<file path="src/hw/rtl/icc_pkg.sv">
package icc_pkg;

    localparam int MAX_WIDTH  = 1024;
    localparam int MAX_HEIGHT = 1024;
    localparam int NLINES     = 5;
    localparam int TAPS       = 25;

    localparam int COL_W   = $clog2(MAX_WIDTH);
    localparam int ROW_W   = 11;
    localparam int DIM_W   = 11;
    localparam int SLOT_W  = 3;
    localparam int TAP_W   = 5;
    localparam int COEF_W  = 13;
    localparam int ACC_W   = 23;
    localparam int SCALE_W = 17;
    localparam int PROD_W  = ACC_W + SCALE_W + 1;
    localparam int ADDR_W  = 4;

    typedef enum logic [1:0] {
        REG_WIDTH  = 2'd0,
        REG_HEIGHT = 2'd1,
        REG_KERNEL = 2'd2,
        REG_SCALE  = 2'd3
    } reg_index_t;

    typedef enum logic [2:0] {
        K_MEAN    = 3'd0,
        K_MOTION  = 3'd1,
        K_EDGE    = 3'd2,
        K_SHARPEN = 3'd3,
        K_EMBOSS  = 3'd4,
        K_GAUSS   = 3'd5
    } kernel_t;

    typedef struct packed {
        logic [DIM_W-1:0]   width;
        logic [DIM_W-1:0]   height;
        logic [2:0]         ks;
        logic [1:0]         radius;
        logic [SCALE_W-1:0] scale;
    } cfg_t;

    typedef struct packed {
        logic                    shift;
        logic [NLINES-1:0][7:0]  column;
        logic                    step;
        logic [TAP_W-1:0]        tap;
        logic                    mult;
    } mac_ctrl_t;

    // 3x3 kernels sit in the lower right of the 5x5 window, since the window's
    // newest row and column are the current input position.
    localparam logic signed [COEF_W-1:0] COEF_Q8 [6][TAPS] = '{
        '{   0,   0,    0,    0,    0,
             0,   0,    0,    0,    0,
             0,   0,    0,  256,    0,
             0,   0,  256,  256,  256,
             0,   0,    0,  256,    0 },
        '{ 256,   0,    0,    0,    0,
             0, 256,    0,    0,    0,
             0,   0,  256,    0,    0,
             0,   0,    0,  256,    0,
             0,   0,    0,    0,  256 },
        '{   0,   0,    0,    0,    0,
             0,   0,    0,    0,    0,
             0,   0, -256, -256, -256,
             0,   0, -256, 2048, -256,
             0,   0, -256, -256, -256 },
        '{   0,   0,    0,    0,    0,
             0,   0,    0,    0,    0,
             0,   0, -256, -256, -256,
             0,   0, -256, 2304, -256,
             0,   0, -256, -256, -256 },
        '{   0,   0,    0,    0,    0,
             0,   0,    0,    0,    0,
             0,   0, -256, -256,    0,
             0,   0, -256,    0,  256,
             0,   0,    0,  256,  256 },
        '{   3,  32,   70,   32,    3,
            32, 334,  730,  334,   32,
            70, 730, 1594,  730,   70,
            32, 334,  730,  334,   32,
             3,  32,   70,   32,    3 }
    };

    function automatic logic signed [COEF_W-1:0] coef_q8(input logic [2:0] ks,
                                                         input logic [TAP_W-1:0] tap);
        return COEF_Q8[ks][tap];
    endfunction

    function automatic logic [1:0] radius_of(input logic [2:0] ks);
        return (ks == K_MOTION || ks == K_GAUSS) ? 2'd2 : 2'd1;
    endfunction

    // Line slot of the row that lies back rows above the row in slot s.
    function automatic logic [SLOT_W-1:0] slot_back(input logic [SLOT_W-1:0] s,
                                                    input logic [SLOT_W-1:0] back);
        logic [SLOT_W:0] t;
        t = {1'b0, s} + (SLOT_W+1)'(NLINES) - {1'b0, back};
        if (t >= (SLOT_W+1)'(NLINES))
            t = t - (SLOT_W+1)'(NLINES);
        return t[SLOT_W-1:0];
    endfunction

endpackage

</file>
<file path="src/hw/rtl/icc_cfg.sv">
module icc_cfg (
    input  logic                       clk,
    input  logic                       rst_n,
    input  logic                       psel,
    input  logic                       penable,
    input  logic                       pwrite,
    input  logic [icc_pkg::ADDR_W-1:0] paddr,
    input  logic [31:0]                pwdata,
    output logic [31:0]                prdata,
    output logic                       pready,
    output icc_pkg::cfg_t              cfg,
    output logic                       restart
);

    logic [icc_pkg::DIM_W-1:0]   width_reg;
    logic [icc_pkg::DIM_W-1:0]   height_reg;
    logic [2:0]                  kernel_reg;
    logic [icc_pkg::SCALE_W-1:0] scale_reg;
    logic                        wr_en;
    icc_pkg::reg_index_t         idx;
    logic [2:0]                  ks_eff;

    assign pready  = 1'b1;
    assign wr_en   = psel && penable && pwrite;
    assign idx     = icc_pkg::reg_index_t'(paddr[3:2]);
    assign restart = wr_en;

    always_ff @(posedge clk or negedge rst_n)
    begin
        if (!rst_n)
        begin
            width_reg  <= 11'd640;
            height_reg <= 11'd480;
            kernel_reg <= 3'd0;
            scale_reg  <= 17'd65536;
        end
        else if (wr_en)
        begin
            unique case (idx)
                icc_pkg::REG_WIDTH:  width_reg  <= pwdata[icc_pkg::DIM_W-1:0];
                icc_pkg::REG_HEIGHT: height_reg <= pwdata[icc_pkg::DIM_W-1:0];
                icc_pkg::REG_KERNEL: kernel_reg <= pwdata[2:0];
                icc_pkg::REG_SCALE:  scale_reg  <= pwdata[icc_pkg::SCALE_W-1:0];
                default:             width_reg  <= width_reg;
            endcase
        end
    end

    always_comb
    begin
        unique case (idx)
            icc_pkg::REG_WIDTH:  prdata = {21'd0, width_reg};
            icc_pkg::REG_HEIGHT: prdata = {21'd0, height_reg};
            icc_pkg::REG_KERNEL: prdata = {29'd0, kernel_reg};
            icc_pkg::REG_SCALE:  prdata = {15'd0, scale_reg};
            default:             prdata = 32'd0;
        endcase
    end

    assign ks_eff = (kernel_reg > icc_pkg::K_GAUSS) ? icc_pkg::K_MEAN : kernel_reg;

    always_comb
    begin
        if (width_reg < 11'd3)
            cfg.width = 11'd3;
        else if (width_reg > 11'(icc_pkg::MAX_WIDTH))
            cfg.width = 11'(icc_pkg::MAX_WIDTH);
        else
            cfg.width = width_reg;
        if (height_reg < 11'd3)
            cfg.height = 11'd3;
        else if (height_reg > 11'(icc_pkg::MAX_HEIGHT))
            cfg.height = 11'(icc_pkg::MAX_HEIGHT);
        else
            cfg.height = height_reg;
        cfg.ks     = ks_eff;
        cfg.radius = icc_pkg::radius_of(ks_eff);
        cfg.scale  = scale_reg;
    end

endmodule

</file>
<file path="config.mk">
export PLATFORM = sky130hd
export DESIGN_NAME = icc_cfg
export DESIGN_NICKNAME = d
export VERILOG_FILES = /design/src/hw/rtl/icc_pkg.sv /design/src/hw/rtl/icc_cfg.sv
export SDC_FILE = /design/constraint.sdc
export NUM_CORES = 1
export LEC_CHECK = 0
export BUFFER_PORTS_ARGS = -buffer_cell sky130_fd_sc_hd__buf_2
export CELL_PAD_IN_SITES_DETAIL_PLACEMENT = 1
export CELL_PAD_IN_SITES_GLOBAL_PLACEMENT = 2
export CORE_ASPECT_RATIO = 1.1
export CORE_MARGIN = 2
export CORE_UTILIZATION = 29
export DETAILED_ROUTE_END_ITERATION = 7
export PLACE_DENSITY_LB_ADDON = 0.1
export SYNTH_ARGS = -nofsm -noshare
export SYNTH_HDL_FRONTEND = slang
export SYNTH_SLANG_ARGS = --single-unit
</file>
<file path="constraint.sdc">
create_clock -name clk -period 1.4 [get_ports clk]
set_input_delay 0.07 -clock clk [delete_from_list [all_inputs] [get_ports clk]]
set_output_delay 0.07 -clock clk [all_outputs]
set_load 0.03 [all_outputs]
</file>
Word-level counts from Yosys, hierarchy flattened --
Index checks and enable logic that the tools add are counted.
Storage, ports and cells: output and inout port bits 78, flip-flop bits (word level) 42, input port bits 41, word-level logic and storage cells 29
Cells by class: equal/unequal tests 5, order comparisons 5, reductions and logical operators 8, multiplexer cells 7
Operators with widths (number):
- $pmux W32 S4 | 1
- $mux W11 | 4
- $gt A11 B11 Y1 const B | 2
- $lt A11 B2 Y1 const B | 2
- $reduce_and A2 Y1 | 4
- $eq A2 B2 Y1 const B | 2
- $eq A3 B1 Y1 const B | 1
- $eq A3 B3 Y1 const B | 1
- $gt A3 B3 Y1 const B | 1
- $mux W3 | 1
- $eq A2 B1 Y1 const B | 1
- $logic_and A1 B1 Y1 | 2
- $logic_not A2 Y1 | 1
- $mux W2 | 1
- $logic_or A1 B1 Y1 | 1

Depth between registers and ports, before layout --
depth in word-level cells 5, depth in mapped cells 6, mapped depth without buffers 4

Worst setup path after synthesis --
OpenSTA, ideal clock, no wires.
path type register to output, from reg height_reg[7] (netlist bit), to out prdata[7], stages on the path, launching flop included 3, path slack 0.064 ns, buffers on the path 0, data arrival time 1.266 ns, required time 1.330 ns, cell sequence dfstp_2 > mux2i_1 > o21ai_0
On the way: longest elaborated chain between the ends 1
RTL lines:
- start, declared | line icc_cfg.sv:16 | logic [icc_pkg::DIM_W-1:0] height_reg;
- start signal, assigned | line icc_cfg.sv:41 | icc_pkg::REG_HEIGHT: height_reg <= pwdata[icc_pkg::DIM_W-1:0];
- $pmux W32 S4 | line icc_cfg.sv:51 | unique case (idx)
- end, declared | line icc_cfg.sv:9 | output logic [31:0] prdata,
Every way passes these cells. The select of a mux whose other input is x is not followed.

==> qor.yml <==
status:
  status: "complete, but fails checks"
  violations: "negative setup slack"
place:
  io_buffers: 85
  dp.cells: 380
  hpwl_um: 4579
  placed_area_mm2: 0.002834
  place.gp.congestion: 0.7245
power_and_ir_drop:
  power_density_mw_per_mm2: 1569
  p_leak_nw: 1.590
  ir_drop_mv: 0.5239
  p_total_mw: 5.035
synthesis:
  synth_cell_types: 26
  ys_seq_elements: 42
  ys_seq_area_share_pct: 46.74
  syn_avg_cell_area_um2: 12.06
  ys_warn_count: 0
  syn_area_mm2: 0.002267
  synthCells: 188
clock_network:
  clkTransAtPathRegs_ns: 0.08
  clock_latency_ns: 0.29
  cts_tree: "yes"
  cts.sinks: 42
  cts_root_buffer: "clkbuf_8"
  cts_made_buffers: 5
  cts_htree_levels: 2
  cts_buffer_depth: 2
worst_setup_path:
  r2r_start: "height_reg[2]"
  worst-setup-path-type: "flip-flop to output port"
  cp_max_fo: 4
  cp.required_ns: 1.33
  cp-start-kind: "flip-flop"
  end_kind: "output port"
  r2r_setup_slack_ns: 0.37
  r2r_cells: 3
  r2r_end: "height_reg[2]"
  cp_data_arrival_time_ns: 1.57
final_layout:
  nets: 341
  n_antenna_cell: 0
  drive_gt1_share_pct: 62.79
  finish.instance_area_mm2: 0.003208
  final_cells: 406
  largest_reg_flops: 17
  area_growth_pct: 41.50
timing:
  finalCritPeriodShare_pct: 117.1
  maxSlewViolCount: 0
  clock_skew_ns: 0
  period_minus_slack_ns: 1.639
  rsz0062_at_grt: "yes"
  hold_viol_final: 0
  fmax_mhz: 610.1
  fin_ws_ns: -0.2389
  setup_viol: 8
grt:
  track_usage_pct: 15.82
  antenna_found_initial: 0
  grt_max_degree: 43
  first_global_vias: 1895
  overflow: 0
  grt_pass1_wl_um: 10170
routing:
  vias: 1803
  drt_iter0_markers: 44
  drc: 0
  wirelength_um: 6629
  ant_nets: 0
  firstDrtPassIters: 4
  post_drt_wl_per_cell_um: 16.33
  via_per_inst: 4.441
flow_run:
  cap_violations: 0
floorplan:
  initial_core_util_pct: 30.17
  fp.coreArea_mm2: 0.007515
  io_pins: 119
  die_h_um: 96.74
  die_w_um: 88.31
  dieArea_mm2: 0.008542
  num_rows: 33
min_path:
  hp-start: "pwdata[15]"
  hp-class: "primary input to flip-flop"
  hold_path_depth: 2
  whs_endpoint: "scale_reg[15]"
power breakdown:
group / total [mW] / switching (mW) / leakage (nW) / internal, mW
combinational: 2.45 / 1.43 / 1.04 / 1.01
clock: 0.779 / 0.433 / 0.0450 / 0.346
sequential: 1.81 / 0.274 / 0.500 / 1.54
what timing repair did:
item,in CTS,in global routing
pin swaps,1,8
hold buffers,6,0
resized for setup,20,28
setup buffers,10,2
endpoints found under the hold margin,47,0
endpoints found under the setup margin,9,14
cells by family (layout without fill, tap and decap cells):
logic type / Yosys count / count (layout) / synth area share, %
multiplexers: 53 / 53 / 29.03
AND/OR/NAND/NOR: 47 / 47 / 11.75
flip-flops: 42 / 42 / 46.74
buffers and inverters: 31 / 130 / 9.161
AO/OA/AOI/OAI: 13 / 13 / 2.980
other: 2 / 16 / 0.3312
cells in the final DEF, fill, tap and decap left out, types with 3 or more instances in the layout:
cell type      count
clkbuf_8           5
a21oi_2            4
conb_1            16
dlygate4sd3_1      6
nand2_1            8
nor2_2             4
nor2b_1           19
buf_6              9
mux2i_1            8
o21ai_1            6
dfrtp_1           33
dfstp_2            7
and3_1             6
mux4_2             3
buf_4             33
mux2_4            10
mux2_2            32
buf_2             70
synthesized netlist by cell type:
| master | number | share of area (%) |
|---|---|---|
| and3_1 | 6 | 1.7 |
| mux2_4 | 10 | 6.6 |
| mux2i_1 | 8 | 3.5 |
| dfrtp_1 | 35 | 39 |
| nand2_1 | 8 | 1.3 |
| buf_4 | 17 | 5.6 |
| a21oi_1 | 4 | 0.88 |
| and2_4 | 1 | 0.39 |
| nand3b_1 | 1 | 0.33 |
| buf_2 | 4 | 0.88 |
| nor3b_1 | 1 | 0.33 |
| nor3_1 | 1 | 0.22 |
| a21boi_0 | 1 | 0.33 |
| conb_1 | 2 | 0.33 |
| nor4_1 | 4 | 1.1 |
| mux4_2 | 3 | 3.0 |
| o21ai_0 | 8 | 1.8 |
| buf_6 | 3 | 1.5 |
| nor2_1 | 4 | 0.66 |
| inv_1 | 2 | 0.33 |
| and2_1 | 1 | 0.28 |
| nand3_1 | 1 | 0.22 |
| nor2b_1 | 19 | 5.2 |
| clkbuf_1 | 5 | 0.83 |
| dfstp_2 | 7 | 8.1 |
| mux2_2 | 32 | 16 |
metal layers:
metal	wire, µm	GRT usage (%)
met1	3009	22.11
met2	3203	24.23
met3	327	3.157
met4	88	5.594
met5	0	0
worst max-delay path: stages, from the launching register on:
cell,delay [ns]
dfrtp_2,0.45
nor4_4,0.31
buf_4,0.17
a21oi_2,0.05
nor2_2,0.14
buf_6,0.15
through the flow:
step / utilization [%] / hold slack (ns) / TNS (ns) / setup slack (ns)
6_report: 42.69 / 0.01885 / -1.101 / -0.2389
5_1_grt: 42.69 / 0.01941 / -1.594 / -0.3068
4_1_cts: 41.48 / 0.01110 / -1.276 / -0.3005
3_5_place_dp: 37.71 / 0.06399 / -0.1470 / -0.04948
3_3_place_gp: 37.71 / 0.06603 / -0.1702 / -0.04493
2_1_floorplan: - / -0.2256 / 0 / 0.06423
how the worst max path moves through the flow:
stage,from,end,slack (ns),depth (start not counted)
finish,height_reg[9],cfg[23],-0.24,5
floorplan,height_reg[7],prdata[7],0.06,2
CTS,width_reg[4],cfg[34],-0.30,5
global placement,height_reg[9],cfg[23],-0.04,5
global route,width_reg[2],cfg[34],-0.31,5
detailed placement,height_reg[9],cfg[23],-0.05,5
final cells by class:
cell class,count,area (µm²)
Multi-Input combinational cell,129,1125
Sequential cell,42,1062
Tap cell,105,131.4
Fill cell,872,4307
Clock buffer,6,72.57
Inverter,2,7.507
Timing Repair Buffer,120,799.5
Clock inverter,2,10.01
No activity file was read; power rests on OpenSTA's default activity.
